===== src/nch_pkg.sv =====
`timescale 1ns / 1ps

package nch_pkg;

   // Event codes carried by the operation field of an input word.
   localparam logic [2:0] OP_FREQ_TICK   = 3'd0;
   localparam logic [2:0] OP_LENGTH_TICK = 3'd1;
   localparam logic [2:0] OP_ENV_TICK    = 3'd2;
   localparam logic [2:0] OP_WRITE       = 3'd3;
   localparam logic [2:0] OP_READ        = 3'd4;
   localparam logic [2:0] OP_POWER_OFF   = 3'd5;

   // Channel register numbers.
   localparam logic [1:0] REG_LENGTH   = 2'd0;
   localparam logic [1:0] REG_ENVELOPE = 2'd1;
   localparam logic [1:0] REG_POLY     = 2'd2;
   localparam logic [1:0] REG_CONTROL  = 2'd3;

   localparam int unsigned DIV_COUNT   = 8;
   localparam int unsigned DIV_WIDTH   = 8;
   localparam int unsigned SHIFT_WIDTH = 4;
   localparam int unsigned TIMER_WIDTH = 23;
   localparam int unsigned LFSR_WIDTH  = 15;

   localparam logic [TIMER_WIDTH-1:0] TIMER_RESET   = 23'd8;
   localparam logic [LFSR_WIDTH-1:0]  LFSR_SEED     = 15'h7FFF;
   localparam logic [LFSR_WIDTH-1:0]  LFSR_SHORT_MASK = 15'h007F;
   localparam logic [5:0]             LENGTH_FULL   = 6'd63;
   localparam logic [3:0]             ENV_DEFAULT   = 4'd8;
   localparam logic [3:0]             VOLUME_MAX    = 4'd15;
   localparam logic [7:0]             READ_OPEN_BUS = 8'hFF;

   typedef logic [DIV_WIDTH-1:0] divisor_type;

   // Reset value of the divisor for a given divider code.
   function automatic divisor_type divisor_reset(input logic [2:0] code);
      divisor_type value;
      if (code == 3'd0) begin
         value = 8'd8;
      end else begin
         value = {1'b0, code, 4'b0000};
      end
      return value;
   endfunction

   // One LFSR clock: low-bit XOR enters the top, or bit 6 in short mode.
   function automatic logic [LFSR_WIDTH-1:0] lfsr_step(input logic [LFSR_WIDTH-1:0] sr,
                                                       input logic short_mode);
      logic                  fb;
      logic [LFSR_WIDTH-1:0] shifted;
      fb      = sr[0] ^ sr[1];
      shifted = sr >> 1;
      if (short_mode) begin
         shifted[6] = fb;
         shifted    = shifted & LFSR_SHORT_MASK;
      end else begin
         shifted[LFSR_WIDTH-1] = fb;
      end
      return shifted;
   endfunction

endpackage


===== src/noise_channel_lfsr_envelope.sv =====
`timescale 1ns / 1ps

// Channel   Ports                                              Direction
// -------   -------------------------------------------------  ---------
// request   req_valid/req_ready, req_operation, req_reg_index,  in
//           req_write_data
// response  rsp_valid/rsp_ready, rsp_sample, rsp_read_data,     out
//           rsp_channel_on
// csr       csr_we, csr_index, csr_wdata (divisor table)        in
//
// Every accepted request word yields exactly one response word in the next cycle.
// The whole event update (timer, LFSR, length, envelope, register access) is
// one short combinational pass from the state registers into the next state and
// the response register, so one word per cycle is sustained while rsp_ready is high.
// The request side stays ready while the response register is empty or is
// being drained in the same cycle; a stalled response holds one word.
// Synchronous active-high reset clears the channel state and loads the default
// divisor table; power-off clears the same state but keeps the divisors.
module noise_channel_lfsr_envelope
   import nch_pkg::*;
(
   input  logic       clock,
   input  logic       reset,

   input  logic       req_valid,
   output logic       req_ready,
   input  logic [2:0] req_operation,
   input  logic [1:0] req_reg_index,
   input  logic [7:0] req_write_data,

   output logic       rsp_valid,
   input  logic       rsp_ready,
   output logic [3:0] rsp_sample,
   output logic [7:0] rsp_read_data,
   output logic       rsp_channel_on,

   input  logic       csr_we,
   input  logic [2:0] csr_index,
   input  logic [7:0] csr_wdata
);

   // Channel state.
   logic [TIMER_WIDTH-1:0] freq_timer_ff, freq_timer_in;
   logic [LFSR_WIDTH-1:0]  shift_reg_ff, shift_reg_in;
   logic [5:0]             length_count_ff, length_count_in;
   logic                   length_enable_ff, length_enable_in;
   logic                   chan_enabled_ff, chan_enabled_in;
   logic                   dac_on_ff, dac_on_in;
   logic [2:0]             env_period_ff, env_period_in;
   logic                   env_up_ff, env_up_in;
   logic [3:0]             env_start_ff, env_start_in;
   logic [2:0]             divider_code_ff, divider_code_in;
   logic                   short_mode_ff, short_mode_in;
   logic [3:0]             shift_amount_ff, shift_amount_in;
   logic                   env_running_ff, env_running_in;
   logic [3:0]             env_timer_ff, env_timer_in;
   logic [3:0]             volume_ff, volume_in;

   // Response register.
   logic       rsp_valid_ff, rsp_valid_in;
   logic [3:0] rsp_sample_ff, rsp_sample_in;
   logic [7:0] rsp_read_data_ff, rsp_read_data_in;
   logic       rsp_channel_on_ff, rsp_channel_on_in;

   logic                   accept;
   logic [TIMER_WIDTH-1:0] reload_value;
   logic [TIMER_WIDTH-1:0] timer_dec;
   logic [3:0]             env_dec;
   logic [3:0]             env_reload;
   logic [3:0]             vol_next;
   logic [7:0]             read_value;

   // The reload value always follows the currently stored divider code and
   // shift, which is what both the timer wrap and a trigger use.
   nch_divisors u_divisors (
      .clock        (clock),
      .reset        (reset),
      .csr_we       (csr_we),
      .csr_index    (csr_index),
      .csr_wdata    (csr_wdata),
      .div_code     (divider_code_ff),
      .shift_amount (shift_amount_ff),
      .reload_value (reload_value)
   );

   assign req_ready = !rsp_valid_ff || rsp_ready;
   assign accept    = req_valid && req_ready;

   assign timer_dec  = freq_timer_ff - 1'b1;
   assign env_dec    = env_timer_ff - 1'b1;
   assign env_reload = (env_period_ff == 3'd0) ? ENV_DEFAULT : {1'b0, env_period_ff};

   always_comb begin
      freq_timer_in    = freq_timer_ff;
      shift_reg_in     = shift_reg_ff;
      length_count_in  = length_count_ff;
      length_enable_in = length_enable_ff;
      chan_enabled_in  = chan_enabled_ff;
      dac_on_in        = dac_on_ff;
      env_period_in    = env_period_ff;
      env_up_in        = env_up_ff;
      env_start_in     = env_start_ff;
      divider_code_in  = divider_code_ff;
      short_mode_in    = short_mode_ff;
      shift_amount_in  = shift_amount_ff;
      env_running_in   = env_running_ff;
      env_timer_in     = env_timer_ff;
      volume_in        = volume_ff;
      read_value       = READ_OPEN_BUS;
      vol_next         = volume_ff;

      if (accept) begin
         case (req_operation)
            OP_FREQ_TICK: begin
               // A timer already at zero wraps to all ones and does not reload.
               if (timer_dec == '0) begin
                  freq_timer_in = reload_value;
                  shift_reg_in  = lfsr_step(shift_reg_ff, short_mode_ff);
               end else begin
                  freq_timer_in = timer_dec;
               end
            end
            OP_LENGTH_TICK: begin
               if ((length_count_ff != 6'd0) && length_enable_ff) begin
                  length_count_in = length_count_ff - 1'b1;
                  if (length_count_ff == 6'd1) begin
                     chan_enabled_in = 1'b0;
                  end
               end
            end
            OP_ENV_TICK: begin
               if (env_dec == 4'd0) begin
                  env_timer_in = env_reload;
                  if (env_running_ff && (env_period_ff != 3'd0)) begin
                     if (env_up_ff) begin
                        if (volume_ff != VOLUME_MAX) begin
                           vol_next = volume_ff + 1'b1;
                        end
                     end else begin
                        if (volume_ff != 4'd0) begin
                           vol_next = volume_ff - 1'b1;
                        end
                     end
                  end
                  volume_in = vol_next;
                  // The envelope stops, until the next trigger, once it sits at either rail.
                  if ((vol_next == 4'd0) || (vol_next == VOLUME_MAX)) begin
                     env_running_in = 1'b0;
                  end
               end else begin
                  env_timer_in = env_dec;
               end
            end
            OP_WRITE: begin
               case (req_reg_index)
                  REG_LENGTH: begin
                     length_count_in = req_write_data[5:0];
                  end
                  REG_ENVELOPE: begin
                     env_period_in = req_write_data[2:0];
                     env_up_in     = req_write_data[3];
                     env_start_in  = req_write_data[7:4];
                     dac_on_in     = (req_write_data[7:4] != 4'd0) || req_write_data[3];
                  end
                  REG_POLY: begin
                     divider_code_in = req_write_data[2:0];
                     short_mode_in   = req_write_data[3];
                     shift_amount_in = req_write_data[7:4];
                  end
                  REG_CONTROL: begin
                     length_enable_in = req_write_data[6];
                     // Trigger restarts every sequencer of the channel.
                     if (req_write_data[7]) begin
                        chan_enabled_in = 1'b1;
                        if (length_count_ff == 6'd0) begin
                           length_count_in = LENGTH_FULL;
                        end
                        freq_timer_in  = reload_value;
                        env_running_in = (env_start_ff != 4'd0) || env_up_ff;
                        env_timer_in   = env_reload;
                        volume_in      = env_start_ff;
                        shift_reg_in   = LFSR_SEED;
                     end
                  end
                  default: begin
                  end
               endcase
            end
            OP_READ: begin
               case (req_reg_index)
                  REG_ENVELOPE: read_value = {env_start_ff, env_up_ff, env_period_ff};
                  REG_POLY:     read_value = {shift_amount_ff, short_mode_ff, divider_code_ff};
                  default:      read_value = READ_OPEN_BUS;
               endcase
            end
            OP_POWER_OFF: begin
               freq_timer_in    = TIMER_RESET;
               shift_reg_in     = '0;
               length_count_in  = '0;
               length_enable_in = 1'b0;
               chan_enabled_in  = 1'b0;
               dac_on_in        = 1'b0;
               env_period_in    = '0;
               env_up_in        = 1'b0;
               env_start_in     = '0;
               divider_code_in  = '0;
               short_mode_in    = 1'b0;
               shift_amount_in  = '0;
               env_running_in   = 1'b0;
               env_timer_in     = '0;
               volume_in        = '0;
            end
            default: begin
            end
         endcase
      end
   end

   // The response word reflects the state after the event.
   always_comb begin
      rsp_valid_in      = rsp_valid_ff;
      rsp_sample_in     = rsp_sample_ff;
      rsp_read_data_in  = rsp_read_data_ff;
      rsp_channel_on_in = rsp_channel_on_ff;
      if (accept) begin
         rsp_valid_in      = 1'b1;
         rsp_sample_in     = (chan_enabled_in && dac_on_in && !shift_reg_in[0]) ?
                             volume_in : 4'd0;
         rsp_read_data_in  = read_value;
         rsp_channel_on_in = chan_enabled_in;
      end else if (rsp_ready) begin
         rsp_valid_in = 1'b0;
      end
   end

   always_ff @(posedge clock) begin
      if (reset) begin
         freq_timer_ff    <= TIMER_RESET;
         shift_reg_ff     <= '0;
         length_count_ff  <= '0;
         length_enable_ff <= 1'b0;
         chan_enabled_ff  <= 1'b0;
         dac_on_ff        <= 1'b0;
         env_period_ff    <= '0;
         env_up_ff        <= 1'b0;
         env_start_ff     <= '0;
         divider_code_ff  <= '0;
         short_mode_ff    <= 1'b0;
         shift_amount_ff  <= '0;
         env_running_ff   <= 1'b0;
         env_timer_ff     <= '0;
         volume_ff        <= '0;
         rsp_valid_ff     <= 1'b0;
      end else begin
         freq_timer_ff    <= freq_timer_in;
         shift_reg_ff     <= shift_reg_in;
         length_count_ff  <= length_count_in;
         length_enable_ff <= length_enable_in;
         chan_enabled_ff  <= chan_enabled_in;
         dac_on_ff        <= dac_on_in;
         env_period_ff    <= env_period_in;
         env_up_ff        <= env_up_in;
         env_start_ff     <= env_start_in;
         divider_code_ff  <= divider_code_in;
         short_mode_ff    <= short_mode_in;
         shift_amount_ff  <= shift_amount_in;
         env_running_ff   <= env_running_in;
         env_timer_ff     <= env_timer_in;
         volume_ff        <= volume_in;
         rsp_valid_ff     <= rsp_valid_in;
      end
   end

   always_ff @(posedge clock) begin
      rsp_sample_ff     <= rsp_sample_in;
      rsp_read_data_ff  <= rsp_read_data_in;
      rsp_channel_on_ff <= rsp_channel_on_in;
   end

   assign rsp_valid      = rsp_valid_ff;
   assign rsp_sample     = rsp_sample_ff;
   assign rsp_read_data  = rsp_read_data_ff;
   assign rsp_channel_on = rsp_channel_on_ff;

   // A silent channel never shows a nonzero level.
   a_off_is_silent: assert property (@(posedge clock) disable iff (reset)
      rsp_valid_ff && !rsp_channel_on_ff |-> rsp_sample_ff == 4'd0)
      else $error("channel off but sample nonzero");

   // Only register reads drive anything but open bus on the read data.
   a_non_read_open_bus: assert property (@(posedge clock) disable iff (reset)
      accept && (req_operation != OP_READ) |=> rsp_read_data_ff == READ_OPEN_BUS)
      else $error("non-read word returned read data");

   // Power-off always leaves the channel disabled in its response.
   a_power_off: assert property (@(posedge clock) disable iff (reset)
      accept && (req_operation == OP_POWER_OFF) |=> !rsp_channel_on_ff && rsp_valid_ff)
      else $error("power-off left channel on");

   // An empty response register never stalls the request side.
   a_ready_when_empty: assert property (@(posedge clock) disable iff (reset)
      !rsp_valid_ff |-> req_ready)
      else $error("request stalled with empty response register");

   // Every accepted word produces a response word in the next cycle.
   a_one_response: assert property (@(posedge clock) disable iff (reset)
      accept |=> rsp_valid_ff)
      else $error("accepted word produced no response");

endmodule


===== src/nch_divisors.sv =====
`timescale 1ns / 1ps

// Divisor table written through the configuration port, and the timer reload
// value it produces for the selected divider code and shift.
module nch_divisors
   import nch_pkg::*;
(
   input  logic                   clock,
   input  logic                   reset,
   input  logic                   csr_we,
   input  logic [2:0]             csr_index,
   input  logic [DIV_WIDTH-1:0]   csr_wdata,
   input  logic [2:0]             div_code,
   input  logic [SHIFT_WIDTH-1:0] shift_amount,
   output logic [TIMER_WIDTH-1:0] reload_value
);

   divisor_type div_ff [DIV_COUNT];

   always_ff @(posedge clock) begin
      for (int i = 0; i < DIV_COUNT; i++) begin
         if (reset) begin
            div_ff[i] <= divisor_reset(3'(i));
         end else if (csr_we && (csr_index == 3'(i))) begin
            div_ff[i] <= csr_wdata;
         end
      end
   end

   // An 8-bit divisor shifted by at most 15 fits the 23-bit timer exactly.
   assign reload_value = {{(TIMER_WIDTH-DIV_WIDTH){1'b0}}, div_ff[div_code]} << shift_amount;

endmodule


===== config.mk =====
export PLATFORM = sky130hd
export DESIGN_NAME = noise_channel_lfsr_envelope
export DESIGN_NICKNAME = d
export VERILOG_FILES = /design/src/nch_pkg.sv /design/src/noise_channel_lfsr_envelope.sv /design/src/nch_divisors.sv
export SDC_FILE = /design/constraint.sdc
export NUM_CORES = 1
export LEC_CHECK = 0
export BUFFER_PORTS_ARGS = -buffer_cell sky130_fd_sc_hd__buf_2
export CAP_MARGIN = 20
export CORE_MARGIN = 2
export CORE_UTILIZATION = 45
export CTS_BUF_LIST = sky130_fd_sc_hd__clkbuf_4 sky130_fd_sc_hd__clkbuf_8
export DETAILED_ROUTE_END_ITERATION = 16
export PLACE_DENSITY_LB_ADDON = 0.12
export RECOVER_POWER = 100
export SLEW_MARGIN = 10
export SYNTH_ARGS = -nofsm -noshare
export SYNTH_HDL_FRONTEND = slang
export SYNTH_SLANG_ARGS = --single-unit

===== constraint.sdc =====
create_clock -name clock -period 7.2 [get_ports clock]
set_input_delay 0.36 -clock clock [delete_from_list [all_inputs] [get_ports clock]]
set_output_delay 0.36 -clock clock [all_outputs]
set_load 0.01 [all_outputs]

==> results.yml <==
worst_setup_path:
  startpoint_type: "primary input"
  worstPathBufferInverterCount: 2
  cp.arrival_ns: 4.59
  setup_slack_of_the_worst_register_to_register_path_ns: 3.20
  path_max_fanout: 69
  cp_data_required_time_ns: 7.41
  critical_path_top_delay_cell: "clkbuf_1"
  timing.setup.critical_path_class: "in2reg"
  critical-path-top-delay-family: "buffers and inverters"
  setup_crit_end_kind: "register"
  timing.critical_path.cells: "clkbuf_1 -> clkbuf_1 -> nor2_1 -> nand2_1 -> o22ai_1"
  slowest_delay_ns: 2.43
  most_frequent_cell_on_critical_path: "clkbuf_1"
route:
  route.detailed.wl_per_inst_um: 18.84
  postRouteWirelength_um: 22200
  drt_pre_antenna_iters: 5
  dr.first_iter.drc_count: 533
  drt_drc_violations_left: 0
  post_drt_antenna_nets: 0
  via_count: 6985
  routed_via_density: 5.930
clock_tree:
  tritoncts_clock_tree: "built"
  clockBufferDepth: 2
  clockRootBuffer: "clkbuf_8"
  cts_hold_buf: 0
  clkSinkCount: 153
  clk_latency_worst_skew_pair_ns: 0.45
  path_clk_slew_ns: 0.10
  htree_num_levels: 4
  cts_buffers: 17
  post-cts-setup-buffers: 0
  post_cts.resized_instances: 0
logic_synthesis:
  fraction_of_the_mapped_netlist_area_in_simple_logic_gates_pct: 23.26
  yosys_warnings: 0
  synth_seq_cells: 153
  post_synth_num_cell_types: 83
  post_synth_edffs: 77
  synth_top_family_by_area: "simple AND/OR/NAND/NOR gates"
  synth.cell_area_mm2: 0.008564
  synth_xor_area_share_pct: 1.227
  synth_compound_gate_area_share_pct: 18.79
  post_synth_fa_ha_maj_area_fraction_pct: 1.753
  synth_top_flop_cell: "edfxtp_1"
  synth.avg_cell_area_um2: 9.289
  synthesis.nets: 963
  sequential_element_share_of_the_synthesized_area_pct: 44.76
  synth_async_sr_flop_share_pct: 0
  post_synthesis_cell_count: 922
  synth.area.mux_share_pct: 5.873
final_layout:
  antenna-diode-count: 0
  fraction_of_layout_instances_using_a_drive_strength_above_1_pct: 10.28
  synthToLayoutAreaGrowth_pct: 7.757
  final_core_utilization_pct: 49.34
  multi_input_area_mm2: 0.004327
  final.fill_count: 1799
  total_number_of_nets_in_the_final_design: 972
  regArea_mm2: 0.003834
pwr:
  powerDensity_mw_per_mm2: 207.8
  ir_drop_v: 0.0001128
  leakage_dissipation_uw: 0.003202
grt:
  gr_layer_usage_met1_pct: 33.79
  grt_antenna_before_repair: 0
  globalRouteOverflowTotal: 0
  busiest_layer: "met1"
  grt_pass1_wl_um: 35410
  largest_net_degree_at_the_start_of_global_routing: 70
  globalRouteTotalUtil_pct: 22.43
  use_met3_pct: 4.240
  grtUsageMet2_pct: 33.78
  vias_in_the_first_global_route: 6368
sta:
  tightest_slew_ns: 3.398
  final.min_clock_period_ns: 4.380
  setup_tns_ns: 0
  fin_crit_sh_pct: 60.84
  rsz0062_at_grt: "no"
  max_slew_margin_pct: -126.5
  slew_violations: 70
  timing_hold_violations_final: 0
  timing.clock.skew_ns: 0.01682
  finalSetupViolCount: 0
  timing.fmax_mhz: 228.3
die:
  core_region_area_mm2: 0.01871
  die_h_um: 142.0
  die_area_mm2: 0.02015
  starting_utilization_of_the_core_area_pct: 45.79
  dieWidth_um: 142.0
  num_io_pins: 44
  number_of_standard_cell_rows_in_the_floorplan: 50
outcome:
  result_of_the_run: "finished with violations"
  failing_checks: "max-capacitance violations, max-slew violations"
hold_path:
  worst_min_delay_path_class: "in2reg"
placement:
  placer_congestion_estimate: 0.8519
  placement.io_buffers: 43
  place_hpwl_um: 15520
job:
  maxCapViolCount: 1
## layer usage
metal,vias up,routed length [µm]
met5,-,0
met4,0,203
met3,17,1186
met1,3341,10730
li1,3437,-
met2,190,10070
## power breakdown
part | switching (µW) | total (µW) | internal, µW
Sequential | 28.4 | 985 | 957
Clock | 390 | 683 | 293
Combinational | 159 | 249 | 90.5
Total | 577 | 1920 | 1340
## worst reg2reg max path: cells and delay by family (launching register included)
kind | cells | cell delay [ns]
DFF | 1 | 0.36
AOI/OAI and AO/OA | 2 | 0.62
adders and majority gates | 1 | 0.25
and+or+nand+nor | 6 | 2.09
buffers and inverters | 2 | 0.58
## through the flow
| stage | std cells | worst slack (ns) | area, µm² | hold WS, ns | power (µW) |
|---|---|---|---|---|---|
| finish | 1178 | 2.820 | 9229 | 0.1547 | 1918 |
| global route | 1178 | 2.557 | 9229 | 0.1198 | 1997 |
| CTS | 1178 | 3.840 | 9293 | 0.1270 | 1930 |
| detailed placement | 1146 | 3.841 | 8877 | 0.4689 | 1253 |
| global placement | 1146 | 3.961 | 8877 | 0.4742 | 1254 |
| floorplan | 922 | 4.464 | 8564 | 0.4498 | 1177 |
## kinds of logic (layout without fill, tap and decap cells)
| group | Yosys count | after routing |
|---|---|---|
| AND/OR/NAND/NOR | 387 | 387 |
| AO/OA/AOI/OAI | 234 | 234 |
| flip-flops | 153 | 153 |
| buffers and inverters | 91 | 113 |
| multiplexers | 33 | 33 |
| adder cells (fa/ha/maj) | 12 | 12 |
| XOR/XNOR | 12 | 12 |
## path summary, 6_finish.rpt
check / end / cells after the start / start
hold reg to reg: length_count_ff[5] / 2 / length_count_ff[5]
hold / removal: rsp_valid / 3 / req_valid
setup / recovery: freq_timer_ff[4] / 5 / reset
setup reg to reg: shift_reg_ff[8] / 11 / freq_timer_ff[0]
## placed cells by master, fill, tap and decap left out, types with 4 or more instances in the layout
cell      instances
nor3_1           48
edfxtp_1         77
nand2b_1         12
a31oi_1           9
o221a_1           6
nand4_1          14
a22oi_1          11
a21o_1            8
mux2i_1          12
mux2_2            8
a21oi_1          67
ha_1             12
o211ai_1          4
clkinv_8          4
o221ai_1          5
and2_0           32
a221o_1           8
xnor2_1           6
a211oi_1         11
o21a_1            4
dfxtp_1          76
nand3_1          12
buf_2            24
mux4_2           13
o21ai_1           5
nor4_1            9
a31o_1            5
inv_6             4
nor2b_1           6
buf_4             7
nand2_1          63
or3_1            22
clkbuf_1         21
clkbuf_8         17
xor2_1            6
nor2_1          115
o31ai_1           4
inv_1            28
and2_1           24
o21ai_0          40
## layout make-up
cell class                      instances  area share [%]
Sequential cell                       153           41.54
Multi-Input combinational cell        678           46.88
Clock buffer                           17           2.535
Tap cell                              234           3.172
Inverter                               29           1.179
Timing Repair Buffer                   52           2.725
Clock inverter                         15           1.966
## sequential cells by signal (all words and copies together) (netlist names), 4 cells and up, named ones only
register	flops
shift_amount_ff	4
rsp_read_data	8
volume_ff	4
shift_reg_ff	15
env_start_ff	4
env_timer_ff	4
u_divisors.div_ff	64
freq_timer_ff	23
rsp_sample	4
length_count_ff	6
## synthesized netlist by cell type, drive strengths merged, types with 4 or more instances
cell type	count	area, µm²
inv	28	105.1
nand2b	12	75.07
o31ai	5	42.54
edfxtp	77	2312
and2	56	350.3
clkbuf	50	187.7
nand4	15	100.1
ha	12	150.1
nor2b	6	37.54
nand3	12	60.06
or4	5	45.04
o21a	4	30.03
o21ai	45	225.2
xor2	6	52.55
a21oi	67	335.3
o211ai	4	30.03
nor4	12	108.9
xnor2	6	52.55
a221o	8	80.08
buf	12	75.07
mux2	8	90.09
mux2i	12	120.1
a31oi	9	56.30
a31o	5	43.79
a211oi	12	95.09
dfxtp	76	1521
o221a	8	90.08
or3	22	137.6
a22oi	11	82.58
a21o	8	67.56
nor2	115	431.7
or2	7	43.79
o221ai	5	43.79
nor3	49	250.2
nand2	63	236.5
mux4	13	292.8
(Power assumes the default switching activity.)
